`config.mk`:
```
export PLATFORM = sky130hd
export DESIGN_NAME = qrsg_front
export DESIGN_NICKNAME = d
export VERILOG_FILES = /design/src/hdl/quad_row_span_generator_defines.svh /design/src/hdl/qrsg_pkg.sv /design/src/hdl/qrsg_front.sv
export SDC_FILE = /design/constraint.sdc
export NUM_CORES = 2
export LEC_CHECK = 0
export ABC_AREA = 1
export BUFFER_PORTS_ARGS = -buffer_cell sky130_fd_sc_hd__buf_2
export CORE_AREA = 2 2 728 730
export DETAILED_ROUTE_END_ITERATION = 8
export DIE_AREA = 0 0 730 732
export SLEW_MARGIN = 10
export SYNTH_ARGS = -nofsm -noshare
export SYNTH_HDL_FRONTEND = slang
export SYNTH_SLANG_ARGS = --single-unit
```
`constraint.sdc`:
```
create_clock -name clk_i -period 7.6 [get_ports clk_i]
set_input_delay 0.38 -clock clk_i [delete_from_list [all_inputs] [get_ports clk_i]]
set_output_delay 0.38 -clock clk_i [all_outputs]
set_load 0.05 [all_outputs]
```
`src/hdl/quad_row_span_generator_defines.svh`:
```
// assertion helpers, clocked on clk_i and quiet while rst_ni is low
`ifndef QUAD_ROW_SPAN_GENERATOR_DEFINES_SVH
`define QUAD_ROW_SPAN_GENERATOR_DEFINES_SVH

// same-cycle implication
`define QRSG_ASSERT_NOW(label, ante, cons, msg) \
  label: assert property (@(posedge clk_i) disable iff (!rst_ni) (ante) |-> (cons)) \
    else $error(msg);

// next-cycle implication
`define QRSG_ASSERT_NEXT(label, ante, cons, msg) \
  label: assert property (@(posedge clk_i) disable iff (!rst_ni) (ante) |=> (cons)) \
    else $error(msg);

`endif

```
`src/hdl/qrsg_pkg.sv`:
```
package qrsg_pkg;

  localparam int CW         = 13;
  localparam int ROW_W      = 10;
  localparam int SPAN_W     = 10;
  localparam int NUM_LINES  = 6;
  localparam int NUM_REGS   = 8;
  localparam int REG_IDX_W  = 4;
  localparam int CORNER_IW  = 3;
  localparam int LINE_IW    = 3;
  localparam int FRAC       = 16;
  localparam int SW         = 30;
  localparam int MW         = 30;
  localparam int OW         = 44;
  localparam int NW         = 45;
  localparam int DVW        = NW + FRAC;
  localparam int QW         = 33;
  localparam int XW         = 21;

  typedef logic signed [CW-1:0] coord_t;

  typedef struct packed {
    logic signed [SW-1:0] slope;
    logic signed [OW-1:0] offset;
    logic [CW-1:0]        xc;
    logic [CW-1:0]        yc;
  } line_par_t;

  typedef struct packed {
    logic                 sloped;
    logic signed [XW-1:0] fst;
    logic signed [XW-1:0] fen;
    coord_t               xlo;
    coord_t               xhi;
    logic                 at_lo;
    logic                 at_hi;
    logic                 neg_c;
    logic                 neg_n;
  } line_side_t;

  typedef struct packed {
    logic                              row_ok;
    line_side_t [NUM_LINES-1:0]        side;
  } item_side_t;

  typedef struct packed {
    item_side_t                        side;
    logic [NUM_LINES-1:0][DVW-1:0]     dvd_c;
    logic [NUM_LINES-1:0][DVW-1:0]     dvd_n;
  } item_t;

  function automatic logic [1:0] pair_first(input logic [LINE_IW-1:0] k);
    logic [1:0] r;
    case (k) inside
      3'd0, 3'd1, 3'd2: r = 2'd0;
      3'd3, 3'd4:       r = 2'd1;
      default:          r = 2'd2;
    endcase
    return r;
  endfunction

  function automatic logic [1:0] pair_second(input logic [LINE_IW-1:0] k);
    logic [1:0] r;
    case (k) inside
      3'd0:       r = 2'd1;
      3'd1, 3'd3: r = 2'd2;
      default:    r = 2'd3;
    endcase
    return r;
  endfunction

endpackage

```
`src/hdl/qrsg_front.sv`:
```
module qrsg_front #(
  parameter int SCREEN_HEIGHT = 1024
) (
  input  logic                                          clk_i,
  input  logic                                          rst_ni,
  input  logic                                          start,
  output logic                                          busy,
  input  logic [qrsg_pkg::ROW_W-1:0]                    row_i,
  input  logic                                          setup_busy_i,
  input  qrsg_pkg::coord_t [qrsg_pkg::NUM_REGS-1:0]     corners_i,
  input  qrsg_pkg::line_par_t [qrsg_pkg::NUM_LINES-1:0] lines_i,
  input  logic                                          full_i,
  output logic                                          push_o,
  output qrsg_pkg::item_t                               item_o
);
  import qrsg_pkg::*;

  logic               f_valid_q, f_valid_d;
  logic [ROW_W-1:0]   f_row_q, f_row_d;
  logic               accept;
  coord_t             y, y1;
  line_side_t [NUM_LINES-1:0]      side_w;
  logic [NUM_LINES-1:0][DVW-1:0]   dvd_c_w, dvd_n_w;

  assign busy      = setup_busy_i | (f_valid_q & full_i);
  assign accept    = start & ~busy;
  assign f_valid_d = accept | (f_valid_q & full_i);
  assign f_row_d   = accept ? row_i : f_row_q;
  assign push_o    = f_valid_q & ~full_i;

  assign y  = $signed({{(CW-ROW_W){1'b0}}, f_row_q});
  assign y1 = y + CW'(1);

  for (genvar k = 0; k < NUM_LINES; k++) begin : g_line
    coord_t                xa, ya, xb, yb, ylo, yhi, xlo, xhi;
    logic                  inr;
    line_side_t            ls;
    logic signed [NW-1:0]  ty_c, ty_n, num_c, num_n;
    logic [NW-1:0]         mag_c, mag_n;

    always_comb begin
      xa = corners_i[{pair_first(LINE_IW'(k)), 1'b0}];
      ya = corners_i[{pair_first(LINE_IW'(k)), 1'b1}];
      xb = corners_i[{pair_second(LINE_IW'(k)), 1'b0}];
      yb = corners_i[{pair_second(LINE_IW'(k)), 1'b1}];
      if (ya > yb) begin
        xlo = xb; ylo = yb; xhi = xa; yhi = ya;
      end else begin
        xlo = xa; ylo = ya; xhi = xb; yhi = yb;
      end
      inr  = (y >= ylo) && (y <= yhi);
      ty_c = NW'(y) - NW'($signed({1'b0, lines_i[k].yc}));
      ty_n = NW'(y1) - NW'($signed({1'b0, lines_i[k].yc}));
      num_c = (ty_c <<< FRAC) - NW'(lines_i[k].offset);
      num_n = (ty_n <<< FRAC) - NW'(lines_i[k].offset);
      mag_c = num_c[NW-1] ? NW'(-num_c) : NW'(num_c);
      mag_n = num_n[NW-1] ? NW'(-num_n) : NW'(num_n);
      ls.sloped = 1'b0;
      ls.fst    = {XW{1'b1}};
      ls.fen    = {XW{1'b1}};
      if (!inr) begin
        ls.sloped = 1'b0;
      end else if (ya == yb) begin
        ls.fst = (xa > xb) ? XW'(xb) : XW'(xa);
        ls.fen = (xa > xb) ? XW'(xa) : XW'(xb);
      end else if (xa == xb) begin
        ls.fst = XW'(xa);
        ls.fen = XW'(xa);
      end else if (lines_i[k].slope != '0) begin
        ls.sloped = 1'b1;
      end
      ls.xlo   = xlo;
      ls.xhi   = xhi;
      ls.at_lo = (y == ylo);
      ls.at_hi = (y == yhi);
      ls.neg_c = num_c[NW-1] ^ lines_i[k].slope[SW-1];
      ls.neg_n = num_n[NW-1] ^ lines_i[k].slope[SW-1];
    end

    assign side_w[k]  = ls;
    assign dvd_c_w[k] = {mag_c, {FRAC{1'b0}}};
    assign dvd_n_w[k] = {mag_n, {FRAC{1'b0}}};
  end

  assign item_o.side.row_ok = ({{(CW-ROW_W){1'b0}}, f_row_q} < CW'(SCREEN_HEIGHT));
  assign item_o.side.side   = side_w;
  assign item_o.dvd_c       = dvd_c_w;
  assign item_o.dvd_n       = dvd_n_w;

  always_ff @(posedge clk_i or negedge rst_ni) begin
    if (!rst_ni) begin
      f_valid_q <= 1'b0;
    end else begin
      f_valid_q <= f_valid_d;
    end
  end

  always_ff @(posedge clk_i) begin
    f_row_q <= f_row_d;
  end

endmodule

```
==> key figures <==
Hold path
  – Worst Hold End: f_row_q[4]$_DFFE_PP_
  – Hold depth: 1
  – Hold crit path type: primary input to register
  – Min-delay src: row_i[4]

Placed design
  – Count of input and output buffers: 1,620
  – RD Place Congestion: 1.00
  – Hpwl dp: 503,000 um

Route
  – Drt first-iter violations: 9,029
  – Drt total wl: 563,000 um
  – Vias: 94,999
  – Vias/cell: 4.41
  – WL met3: 53,600 um
  – Drt drc: 0
  – Drt pass-1 iters: 8
  – DR WL/cell: 26.1 um
  – Antenna Violating Nets Remaining: 0
  – Met1 Wirelength: 251,000 um
  – DR top layer: met5
  – Met2 routed wirelength: 232,000 um

Die
  – DIE AREA: 534,000 sq um
  – Chip height: 732 um
  – Rows: 267
  – Core area: 527,000 sq um
  – Starting Density: 0.127
  – IO Pins: 1,892
  – Chip width: 730 um

Critical path
  – Worst reg2reg path startpoint: f_valid_q$_DFF_PN0_
  – CP startpoint: f_row_q[0]$_DFFE_PP_
  – Reg2Reg Depth: 4
  – R2R setup slack: 6370 ps
  – Crit-path max cell delay: 560 ps
  – CP delay by family, top: simple AND/OR/NAND/NOR gates
  – WP data arrival: 6800 ps
  – WP buf/inv: 6
  – Startpoint Class: register
  – CP required: 7220 ps
  – Crit-path max FO: 30
  – Critical path capture point type: output pin
  – Type of the worst setup path: register to output pin
  – R2r endpoint: f_row_q[1]$_DFFE_PP_
  – Crit-path most repeated cell: nand2_1
  – CP max-delay cell: edfxtp_1

Global routing
  – Grt total ovfl: 0
  – Total Routing Usage GR: 0.199
  – Initial antenna violation count: 309
  – First-pass GRT wire length: 732,000 um
  – Maximum number of pins on one net before global-route repair: 71
  – Vias in the first global route: 84,210

Finish
  – Nets@finish: 15,829
  – Area occupied by multi-input gates: 57,700 sq um
  – FF+latch area: 325 sq um
  – Finished Core Util: 0.162
  – Share of cells above drive strength 1: 0.149
  – Fillers: 62,349
  – Synth-to-Final Area Change: 27.5%

Logic synthesis
  – Synth area leaders: nand2_1 23%, ha_1 14%, inv_1 9.5%
  – Adder-cell share of the synthesized area: 0.143
  – Synth top cells by count: 4,027 x nand2_1, 1,702 x inv_1, 1,271 x nor2_1, 962 x o21ai_0, 847 x nand3_1
  – FFs w/ async S/R, synth: 0.0909
  – Synth top area share: 0.225
  – Mean area per synthesized cell: 5.20 sq um
  – Synth unique cells: 68
  – Mux share of post-synthesis cell area: 0
  – Simple-gate portion of the synthesized area: 0.468
  – Largest family of logic cells by synthesized area: simple AND/OR/NAND/NOR gates
  – Sequential share of the synthesized area: 0.00485
  – Dominant cell type by area after synthesis: nand2_1
  – Syn. warnings: 0
  – Complex-gate fraction of the synthesized area: 0.160
  – Post-Syn Area: 67,100 sq um
  – Yosys reg bits: 11
  – Top FF cell, synth: edfxtp_1
  – Cells after synthesis: 12,896
  – EDFF count, synth: 10
  – Most frequent cell after synthesis: nand2_1
  – XOR/XNOR share of the synthesized area: 0.0753

Clock network
  – Clock buffer count from CTS: 3
  – CTS Buffer Depth: 2
  – Clk slew on worst S/H paths: 60 ps
  – H-tree depth: 1
  – Root cell of the clock tree: clkbuf_16
  – Worst skew pair latency: 270 ps
  – CTS tree: yes
  – TritonCTS Sinks: 11

Timing
  – Max transition margin: 0.211
  – Final period utilization: 0.944
  – Worst Skew: 9.22 ps
  – Actual slew at the worst max-slew pin: 1180 ps
  – Max-slew violations: 0
  – Setup-failing EPs final: 0
  – Hold Vio Cnt, Final: 0
  – Setup_tns: 0 ps
  – Fin crit period: 7180 ps
  – Max Fclk: 0.139 GHz

Outcome
  – Status: complete, no violations

Power and ir drop
  – Leak Pwr: 42.7 nW
  – Gate power share: 0.987
  – Net switching power: 0.0110 W
  – Power Dens Cells: 173 nW/um^2
  – Switching Share: 0.744
  – Clock power share: 0.008
  – Reg power frac: 0.005
  – Internal Power: 0.00379 W
  – Maximum VDD drop: 0.000226 V

Flow run
  – # Max-Cap Violations: 0
==> repair_timing <==
| item | in CTS | in global routing |
|---|---|---|
| resized for setup | 2 | 22 |
| endpoints found under the hold margin | 1 | 0 |
| setup endpoints to repair | 1 | 149 |
| hold buffers | 1 | 0 |
| pin swaps | 0 | 1 |
| setup buffers | 0 | 4 |
| cloned | 1 | 0 |
==> cells by family after synthesis <==
kind of cell / count (synthesis)
DFF: 11
adders and majority gates: 757
AOI/OAI and AO/OA: 2033
and+or+nand+nor: 7205
buffers and inverters: 2331
xor gates and xnor gates: 557
other: 2
==> power groups by stage <==
stage          clock network, W  logic [W]  registers, W
4_1_cts                0.000119     0.0145     0.0000785
3_5_place_dp                  0     0.0145     0.0000795
5_1_grt                0.000121     0.0155     0.0000781
2_1_floorplan                 0    0.00938     0.0000811
6_report               0.000116     0.0146     0.0000772
3_3_place_gp                  0     0.0145     0.0000794
==> state kept, by name, summed over array words and instances (netlist names) <==
register	cells
f_valid_q	1
f_row_q	10
==> cell usage in the layout, fill, tap and decap left out, types with 17 or more instances in the layout <==
cell type	n
nor2_4	37
nand3_1	840
and2_1	24
o21ai_1	47
nor2_1	1270
nand2_1	4020
ha_1	743
nor4_1	92
xnor2_1	157
nor2_2	51
nand3_2	19
o31ai_1	22
nand3b_1	135
clkinv_1	31
inv_2	41
o221ai_1	18
xor2_1	379
o21bai_1	47
o21ai_0	953
nand4_1	446
a21oi_1	827
o21a_1	17
nand2_2	68
diode_2	197
buf_12	125
a31oi_1	29
inv_1	1694
nor3_1	126
buf_4	192
a21o_1	23
conb_1	193
buf_2	1500
==> through the flow <==
stage                     total power [W]  instance area [sq um]  cells  hold slack [ps]  setup WS [ps]
after floorplan                   0.00946                  67800  13087             84.4            775
after global placement             0.0145                  84800  21336              157           -102
after detailed placement           0.0145                  84800  21336              156            247
after CTS                          0.0147                  84900  21342              286           40.9
after global routing               0.0157                  85100  21406              291          -31.8
final                              0.0148                  85500  21543              297            424
==> worst max path at each step <==
| stage | end | cells past startpoint |
|---|---|---|
| 3_3_place_gp | item_o[19] | 31 |
| 6_report | item_o[19] | 32 |
| 2_1_floorplan | item_o[139] | 28 |
| 4_1_cts | item_o[121] | 25 |
| 3_5_place_dp | item_o[19] | 31 |
| 5_1_grt | item_o[19] | 32 |
==> routing by layer <==
layer	vias up	GRT usage
met5	-	0
met4	144	0.0732
met3	906	0.0590
met2	4817	0.299
met1	44201	0.266
li1	44931	-
==> area by class of cell <==
cell class / instances / share of cell area
antenna: 197 / 0.00577
clock buffer: 4 / 0.000922
timing repair inverter: 1 / 0.0000878
timing repair buffer: 1819 / 0.134
sequential: 11 / 0.00381
tap: 6994 / 0.102
multi-input combinational: 10745 / 0.675
inverter: 1772 / 0.0780
Power figures use the tool's default switching activity.
