===== src/hdl/quad_row_span_generator_defines.svh =====
// assertion helpers, clocked on clk_i and quiet while rst_ni is low
`ifndef QUAD_ROW_SPAN_GENERATOR_DEFINES_SVH
`define QUAD_ROW_SPAN_GENERATOR_DEFINES_SVH

// same-cycle implication
`define QRSG_ASSERT_NOW(label, ante, cons, msg) \
  label: assert property (@(posedge clk_i) disable iff (!rst_ni) (ante) |-> (cons)) \
    else $error(msg);

// next-cycle implication
`define QRSG_ASSERT_NEXT(label, ante, cons, msg) \
  label: assert property (@(posedge clk_i) disable iff (!rst_ni) (ante) |=> (cons)) \
    else $error(msg);

`endif


===== src/hdl/qrsg_pkg.sv =====
package qrsg_pkg;

  localparam int CW         = 13;
  localparam int ROW_W      = 10;
  localparam int SPAN_W     = 10;
  localparam int NUM_LINES  = 6;
  localparam int NUM_REGS   = 8;
  localparam int REG_IDX_W  = 4;
  localparam int CORNER_IW  = 3;
  localparam int LINE_IW    = 3;
  localparam int FRAC       = 16;
  localparam int SW         = 30;
  localparam int MW         = 30;
  localparam int OW         = 44;
  localparam int NW         = 45;
  localparam int DVW        = NW + FRAC;
  localparam int QW         = 33;
  localparam int XW         = 21;

  typedef logic signed [CW-1:0] coord_t;

  typedef struct packed {
    logic signed [SW-1:0] slope;
    logic signed [OW-1:0] offset;
    logic [CW-1:0]        xc;
    logic [CW-1:0]        yc;
  } line_par_t;

  typedef struct packed {
    logic                 sloped;
    logic signed [XW-1:0] fst;
    logic signed [XW-1:0] fen;
    coord_t               xlo;
    coord_t               xhi;
    logic                 at_lo;
    logic                 at_hi;
    logic                 neg_c;
    logic                 neg_n;
  } line_side_t;

  typedef struct packed {
    logic                              row_ok;
    line_side_t [NUM_LINES-1:0]        side;
  } item_side_t;

  typedef struct packed {
    item_side_t                        side;
    logic [NUM_LINES-1:0][DVW-1:0]     dvd_c;
    logic [NUM_LINES-1:0][DVW-1:0]     dvd_n;
  } item_t;

  function automatic logic [1:0] pair_first(input logic [LINE_IW-1:0] k);
    logic [1:0] r;
    case (k) inside
      3'd0, 3'd1, 3'd2: r = 2'd0;
      3'd3, 3'd4:       r = 2'd1;
      default:          r = 2'd2;
    endcase
    return r;
  endfunction

  function automatic logic [1:0] pair_second(input logic [LINE_IW-1:0] k);
    logic [1:0] r;
    case (k) inside
      3'd0:       r = 2'd1;
      3'd1, 3'd3: r = 2'd2;
      default:    r = 2'd3;
    endcase
    return r;
  endfunction

endpackage


===== src/hdl/qrsg_setup.sv =====
module qrsg_setup (
  input  logic                                         clk_i,
  input  logic                                         rst_ni,
  input  logic                                         cfg_valid_i,
  output logic                                         cfg_ready_o,
  input  logic [qrsg_pkg::REG_IDX_W-1:0]               cfg_index_i,
  input  logic [qrsg_pkg::CW-1:0]                      cfg_data_i,
  output logic                                         busy_o,
  output qrsg_pkg::coord_t [qrsg_pkg::NUM_REGS-1:0]    corners_o,
  output qrsg_pkg::line_par_t [qrsg_pkg::NUM_LINES-1:0] lines_o
);
  import qrsg_pkg::*;

  typedef enum logic [5:0] {
    ST_IDLE  = 6'b000001,
    ST_SETUP = 6'b000010,
    ST_DIVA  = 6'b000100,
    ST_DIVX  = 6'b001000,
    ST_MUL   = 6'b010000,
    ST_STORE = 6'b100000
  } state_e;

  state_e                          state_q, state_d;
  logic [LINE_IW-1:0]              line_q, line_d;
  coord_t [NUM_REGS-1:0]           corner_q, corner_d;
  line_par_t [NUM_LINES-1:0]       lines_q, lines_d;
  logic [MW:0]                     div_rem_q, div_rem_d;
  logic [MW-1:0]                   div_num_q, div_num_d;
  logic [MW-1:0]                   div_quo_q, div_quo_d;
  logic [MW-1:0]                   div_den_q, div_den_d;
  logic [4:0]                      cnt_q, cnt_d;
  logic signed [SW-1:0]            a_q, a_d;
  logic                            neg_q, neg_d;
  logic [CW-1:0]                   xc_q, xc_d;
  logic signed [SW+CW-1:0]         prod_q, prod_d;

  logic [1:0]                      fi, si;
  coord_t                          xa, ya, xb, yb;
  logic signed [CW:0]              dx, dy, dx_abs, dy_abs;
  logic [MW:0]                     shifted, rem_n;
  logic                            ge;
  logic [MW-1:0]                   quo_n;
  logic signed [SW-1:0]            a_new;
  logic [SW-1:0]                   m_st;
  logic                            wr;

  assign fi = pair_first(line_q);
  assign si = pair_second(line_q);
  assign xa = corner_q[{fi, 1'b0}];
  assign ya = corner_q[{fi, 1'b1}];
  assign xb = corner_q[{si, 1'b0}];
  assign yb = corner_q[{si, 1'b1}];
  assign dx = (CW+1)'(xa) - (CW+1)'(xb);
  assign dy = (CW+1)'(ya) - (CW+1)'(yb);
  assign dx_abs = dx[CW] ? -dx : dx;
  assign dy_abs = dy[CW] ? -dy : dy;

  assign shifted = {div_rem_q[MW-1:0], div_num_q[MW-1]};
  assign ge      = shifted >= {1'b0, div_den_q};
  assign rem_n   = ge ? shifted - {1'b0, div_den_q} : shifted;
  assign quo_n   = {div_quo_q[MW-2:0], ge};
  assign a_new   = neg_q ? -$signed(quo_n) : $signed(quo_n);
  assign m_st    = a_q[SW-1] ? SW'(-a_q) : SW'(a_q);

  assign wr          = cfg_valid_i && cfg_ready_o && (cfg_index_i < REG_IDX_W'(NUM_REGS));
  assign cfg_ready_o = (state_q == ST_IDLE);
  assign busy_o      = (state_q != ST_IDLE);
  assign corners_o   = corner_q;
  assign lines_o     = lines_q;

  always_comb begin
    state_d   = state_q;
    line_d    = line_q;
    corner_d  = corner_q;
    lines_d   = lines_q;
    div_rem_d = div_rem_q;
    div_num_d = div_num_q;
    div_quo_d = div_quo_q;
    div_den_d = div_den_q;
    cnt_d     = cnt_q;
    a_d       = a_q;
    neg_d     = neg_q;
    xc_d      = xc_q;
    prod_d    = prod_q;
    unique case (state_q)
      ST_IDLE: begin
        if (wr) begin
          corner_d[cfg_index_i[CORNER_IW-1:0]] = cfg_data_i;
          line_d  = '0;
          state_d = ST_SETUP;
        end
      end
      ST_SETUP: begin
        if (dx != '0 && dy != '0) begin
          div_rem_d = '0;
          div_quo_d = '0;
          div_num_d = MW'({dy_abs[CW-1:0], {FRAC{1'b0}}});
          div_den_d = MW'(dx_abs[CW-1:0]);
          neg_d     = dx[CW] ^ dy[CW];
          cnt_d     = '0;
          state_d   = ST_DIVA;
        end else begin
          a_d     = '0;
          xc_d    = '0;
          state_d = ST_MUL;
        end
      end
      ST_DIVA: begin
        div_rem_d = rem_n;
        div_num_d = div_num_q << 1;
        div_quo_d = quo_n;
        cnt_d     = cnt_q + 5'd1;
        if (cnt_q == 5'(MW-1)) begin
          a_d = a_new;
          if (quo_n == '0) begin
            xc_d    = '0;
            state_d = ST_MUL;
          end else begin
            div_rem_d = '0;
            div_quo_d = '0;
            div_num_d = MW'(1) << (FRAC-1);
            div_den_d = quo_n;
            cnt_d     = '0;
            state_d   = ST_DIVX;
          end
        end
      end
      ST_DIVX: begin
        div_rem_d = rem_n;
        div_num_d = div_num_q << 1;
        div_quo_d = quo_n;
        cnt_d     = cnt_q + 5'd1;
        if (cnt_q == 5'(MW-1)) begin
          xc_d    = quo_n[CW-1:0];
          state_d = ST_MUL;
        end
      end
      ST_MUL: begin
        prod_d  = a_q * xa;
        state_d = ST_STORE;
      end
      ST_STORE: begin
        lines_d[line_q].slope  = a_q;
        lines_d[line_q].offset = (OW'(ya) <<< FRAC) - OW'(prod_q);
        lines_d[line_q].xc     = xc_q;
        lines_d[line_q].yc     = m_st[FRAC+CW:FRAC+1];
        if (line_q == LINE_IW'(NUM_LINES-1)) begin
          state_d = ST_IDLE;
        end else begin
          line_d  = line_q + 1'b1;
          state_d = ST_SETUP;
        end
      end
      default: state_d = ST_IDLE;
    endcase
  end

  always_ff @(posedge clk_i or negedge rst_ni) begin
    if (!rst_ni) begin
      state_q  <= ST_IDLE;
      line_q   <= '0;
      corner_q <= '0;
      lines_q  <= '0;
      cnt_q    <= '0;
    end else begin
      state_q  <= state_d;
      line_q   <= line_d;
      corner_q <= corner_d;
      lines_q  <= lines_d;
      cnt_q    <= cnt_d;
    end
  end

  always_ff @(posedge clk_i) begin
    div_rem_q <= div_rem_d;
    div_num_q <= div_num_d;
    div_quo_q <= div_quo_d;
    div_den_q <= div_den_d;
    a_q       <= a_d;
    neg_q     <= neg_d;
    xc_q      <= xc_d;
    prod_q    <= prod_d;
  end

endmodule


===== config.mk =====
export PLATFORM = sky130hd
export DESIGN_NAME = qrsg_setup
export DESIGN_NICKNAME = d
export VERILOG_FILES = /design/src/hdl/quad_row_span_generator_defines.svh /design/src/hdl/qrsg_pkg.sv /design/src/hdl/qrsg_setup.sv
export SDC_FILE = /design/constraint.sdc
export NUM_CORES = 2
export LEC_CHECK = 0
export CAP_MARGIN = 20
export CELL_PAD_IN_SITES_DETAIL_PLACEMENT = 1
export CELL_PAD_IN_SITES_GLOBAL_PLACEMENT = 1
export CORE_MARGIN = 3
export CORE_UTILIZATION = 46
export DETAILED_ROUTE_END_ITERATION = 10
export DONT_BUFFER_PORTS = 1
export GPL_ROUTABILITY_DRIVEN = 0
export PLACE_DENSITY_LB_ADDON = 0.1
export SLEW_MARGIN = 20
export SYNTH_ARGS = -nofsm -noshare
export SYNTH_HDL_FRONTEND = slang
export SYNTH_SLANG_ARGS = --single-unit

===== constraint.sdc =====
create_clock -name clk_i -period 9.15 [get_ports clk_i]
set_clock_uncertainty 0.1 [all_clocks]
set_input_delay 0.4575 -clock clk_i [delete_from_list [all_inputs] [get_ports clk_i]]
set_output_delay 0.4575 -clock clk_i [all_outputs]
set_load 0.02 [all_outputs]

==> metrics.txt <==
result of the run complete, no violations; combinational family with the most area after synthesis adder cells; data arrival time of the worst path 9.11 ns; Final nets 5656; FF-to-FF End prod_q[41]; I/O Pins 726; unrepaired setup endpoints after global routing false; Port Buffer Count 0; cell with the most instances on the worst path sky130_fd_sc_hd__fa_1; hold-critical path depth 3; most used flip-flop cell after synthesis sky130_fd_sc_hd__dfrtp_1; first-pass GRT wire length 277 mm; vias 38.6k; fraction of synthesized cell area taken by the top area cell type 0.336; clock sink count 909; number of standard-cell rows in the floorplan 124; source-to-sink clock delay at the later pin of the worst-skew pair 0.72 ns; Critical Path End Type flip-flop; number of instances in the synthesized netlist 5151; cell taking the most area after synthesis sky130_fd_sc_hd__dfrtp_1; number of H-tree levels 3; Filler Cell Count 12.3k; die footprint 120000 µm²; number of warning messages in the yosys log 0; Hold Fails Final Rpt 0; Synth Area per Inst 10.4 µm²; post-synthesis simple-gate area fraction 0.147; worst hold path endpoint corners_o[98]; largest buffer count on any clock path 3; half-perimeter wire length of the detailed placement result 140 mm; number of DRC violations after detailed-routing iteration 0 2428; CTS Root Buffer Type sky130_fd_sc_hd__clkbuf_16; mean routed wirelength per cell 28.2 µm; pin count of the biggest net entering global routing 719; synthesized net count 5718; Inserted Clock Buffers 99; Post-DRT Antenna Nets 0; detailed-route DRC error count 0; Slew Viols, Final 0; xor-xnor portion of the synthesized cell area 0.0279; post-route fraction of the period consumed by the critical path 0.954; endpoint required time on the critical path 9.53 ns; max-capacitance violation count 0; Setup TNS Final 0 ns; fraction of the mapped netlist area in adder cells 0.178; number of distinct library cells after synthesis 76; CP Launch Type flip-flop; Worst R2R Path Depth 26; via count normalized by instance count 5.77; class of the tightest hold or removal check in2reg; most frequent cells in the layout sky130_fd_sc_hd__nand2_1 (1142), sky130_fd_sc_hd__dfrtp_1 (715), sky130_fd_sc_hd__inv_1 (376), sky130_fd_sc_hd__o21ai_0 (368), sky130_fd_sc_hd__fa_1 (352); worst slew margin relative to its limit 0.129; Die X 347 µm; post-synthesis compound-gate area fraction 0.0780; TritonCTS clock tree done; number of setup violations in the final report 0; all-layer global routing usage 0.309; vias in the first global route 40.5k; Fmax 0.115 GHz; time the final worst path needs with I/O delays and setup 8.73 ns; number of enable flip-flop cells after synthesis 191; buffers plus inverters on the worst setup path 6; multiplexer fraction of the synthesized cell area 0.0796; CTS clock-pin slew for the worst setup and hold paths 0.06 ns; R2R setup slack 0.42 ns; async set-reset flop share out of synthesis 0.790; starting density of the core 0.465; most frequent standard cell in the layout excluding fill and tap cells sky130_fd_sc_hd__nand2_1; largest fanout of any net on the critical path 21; Top delay family on crit path adder cells; top cells by area, synth sky130_fd_sc_hd__dfrtp_1 (34%), sky130_fd_sc_hd__fa_1 (13%), sky130_fd_sc_hd__edfxtp_1 (11%); start-to-end type of the worst setup path reg2reg; fraction of layout cells with a size suffix above 1 0.127; reg-to-reg critical path startpoint line_q[0]; postcts setup bufs 0; beginning of the worst hold path cfg_index_i[2]; sum of routed wire length over all layers 188 mm; leftover overflow at the end of global routing 0; proportion of synthesized chip area in sequential cells 0.444; area of the core 115000 µm²; die height 347 µm; Tightest Pin Transition 1.29 ns; delay contributed by the slowest stage of the critical path 0.58 ns; antenna violations before repair 16; Area growth syn-to-layout 10.4%; Seq cells post-synth 909; library cell contributing the largest single delay on the critical path sky130_fd_sc_hd__fa_1; first-pass iteration count of the detailed router 5; cell area after synthesis 53400 µm²
flip-flops by register name, summed over array words and instances (netlist names), 15 cells and up:
signal,cells
corners_o,104
prod_q,43
div_num_q,15
div_den_q,30
div_rem_q,30
lines_o,600
div_quo_q,29
a_q,30
per-stage QoR:
stage / instance area, µm² / hold WS, ns / std cells / setup WS, ns / utilization
after floorplan: 53400 / 0.0619 / 5151 / 0.451 / -
after global placement: 55200 / 0.0770 / 6478 / 0.288 / 0.481
after detailed placement: 55300 / 0.0770 / 6481 / 0.0265 / 0.481
after CTS: 58800 / -0.672 / 6672 / 0.0970 / 0.512
after global routing: 59000 / 0.0811 / 6679 / 0.0147 / 0.514
final: 59000 / 0.0693 / 6683 / 0.422 / 0.514
worst max path at each step:
stage / end / cells after the start / slack, ns / from
floorplan: prod_q[41] / 26 / 0.45 / line_q[0]
global route: prod_q[41] / 27 / 0.01 / line_q[0]
CTS: prod_q[41] / 26 / 0.1 / line_q[0]
finish: prod_q[41] / 26 / 0.42 / line_q[0]
detailed placement: prod_q[41] / 27 / 0.03 / line_q[0]
global placement: prod_q[41] / 26 / 0.29 / line_q[0]
cell families (layout without fill, tap and decap cells):
| logic type | after synthesis | in the layout |
|---|---|---|
| fa+ha+maj | 547 | 547 |
| buf+inv | 653 | 668 |
| xor+xnor | 170 | 170 |
| other cells | 0 | 5 |
| flops | 909 | 909 |
| compound gates | 709 | 709 |
| simple gates | 1778 | 1778 |
| mux | 385 | 385 |
metal layers:
layer,track usage,share of wire,vias up
li1,-,-,16900
met1,0.386,0.40,20100
met2,0.521,0.49,1275
met3,0.0798,0.080,287
met4,0.107,0.036,2
met5,0,0.000069,-
cells in the mapped netlist (7+ instances only):
cell type and number:
sky130_fd_sc_hd__and2_1 212, sky130_fd_sc_hd__o211ai_1 16, sky130_fd_sc_hd__mux2i_1 64, sky130_fd_sc_hd__xnor2_1 98, sky130_fd_sc_hd__a2111oi_0 7, sky130_fd_sc_hd__a21o_1 40, sky130_fd_sc_hd__or2_2 15, sky130_fd_sc_hd__edfxtp_1 191
sky130_fd_sc_hd__nor3_1 38, sky130_fd_sc_hd__mux2_2 318, sky130_fd_sc_hd__nor2_1 162, sky130_fd_sc_hd__nand3b_1 9, sky130_fd_sc_hd__ha_1 195, sky130_fd_sc_hd__nand4_1 23, sky130_fd_sc_hd__o31ai_1 19, sky130_fd_sc_hd__clkbuf_1 252
sky130_fd_sc_hd__dfrtp_1 717, sky130_fd_sc_hd__nand3_1 41, sky130_fd_sc_hd__or3_1 15, sky130_fd_sc_hd__o21a_1 22, sky130_fd_sc_hd__o41ai_1 9, sky130_fd_sc_hd__nor4_1 22, sky130_fd_sc_hd__xor2_1 72, sky130_fd_sc_hd__o21ai_0 381
sky130_fd_sc_hd__a31oi_1 10, sky130_fd_sc_hd__fa_1 352, sky130_fd_sc_hd__o21bai_1 13, sky130_fd_sc_hd__buf_1 16, sky130_fd_sc_hd__nand2_1 1145, sky130_fd_sc_hd__a21oi_1 120, sky130_fd_sc_hd__a211oi_1 14, sky130_fd_sc_hd__nor2b_1 16
sky130_fd_sc_hd__nand2b_1 22, sky130_fd_sc_hd__and3_1 21, sky130_fd_sc_hd__inv_1 376, sky130_fd_sc_hd__o31a_1 7
tightest hold or removal path: stages:
cell and delay [ns]:
sky130_fd_sc_hd__nand2_1 0.07, sky130_fd_sc_hd__nor2_1 0.09, sky130_fd_sc_hd__mux2_2 0.22
area by class of cell:
cell class | count | area (µm²) | share of cell area
Antenna cell | 5 | 12.5 | 0.000212
Clock buffer | 141 | 2920 | 0.0495
Clock inverter | 37 | 459 | 0.00779
Inverter | 376 | 1410 | 0.0239
Multi-Input combinational cell | 3589 | 27600 | 0.467
Sequential cell | 909 | 23700 | 0.402
Tap cell | 1512 | 1890 | 0.0321
Timing Repair Buffer | 114 | 1000 | 0.0170
repair_timing:
item | 4_1_cts | 5_1_grt
resized for setup | 1 | 8
endpoints found under the setup margin | 1 | 4
hold buffers | 13 | 2
pin swaps | 0 | 0
hold endpoints to repair | 822 | 249
Power is left out: the tool's default activity adds up to more than one toggle a clock period on the data nets, which glitch-free logic cannot reach.
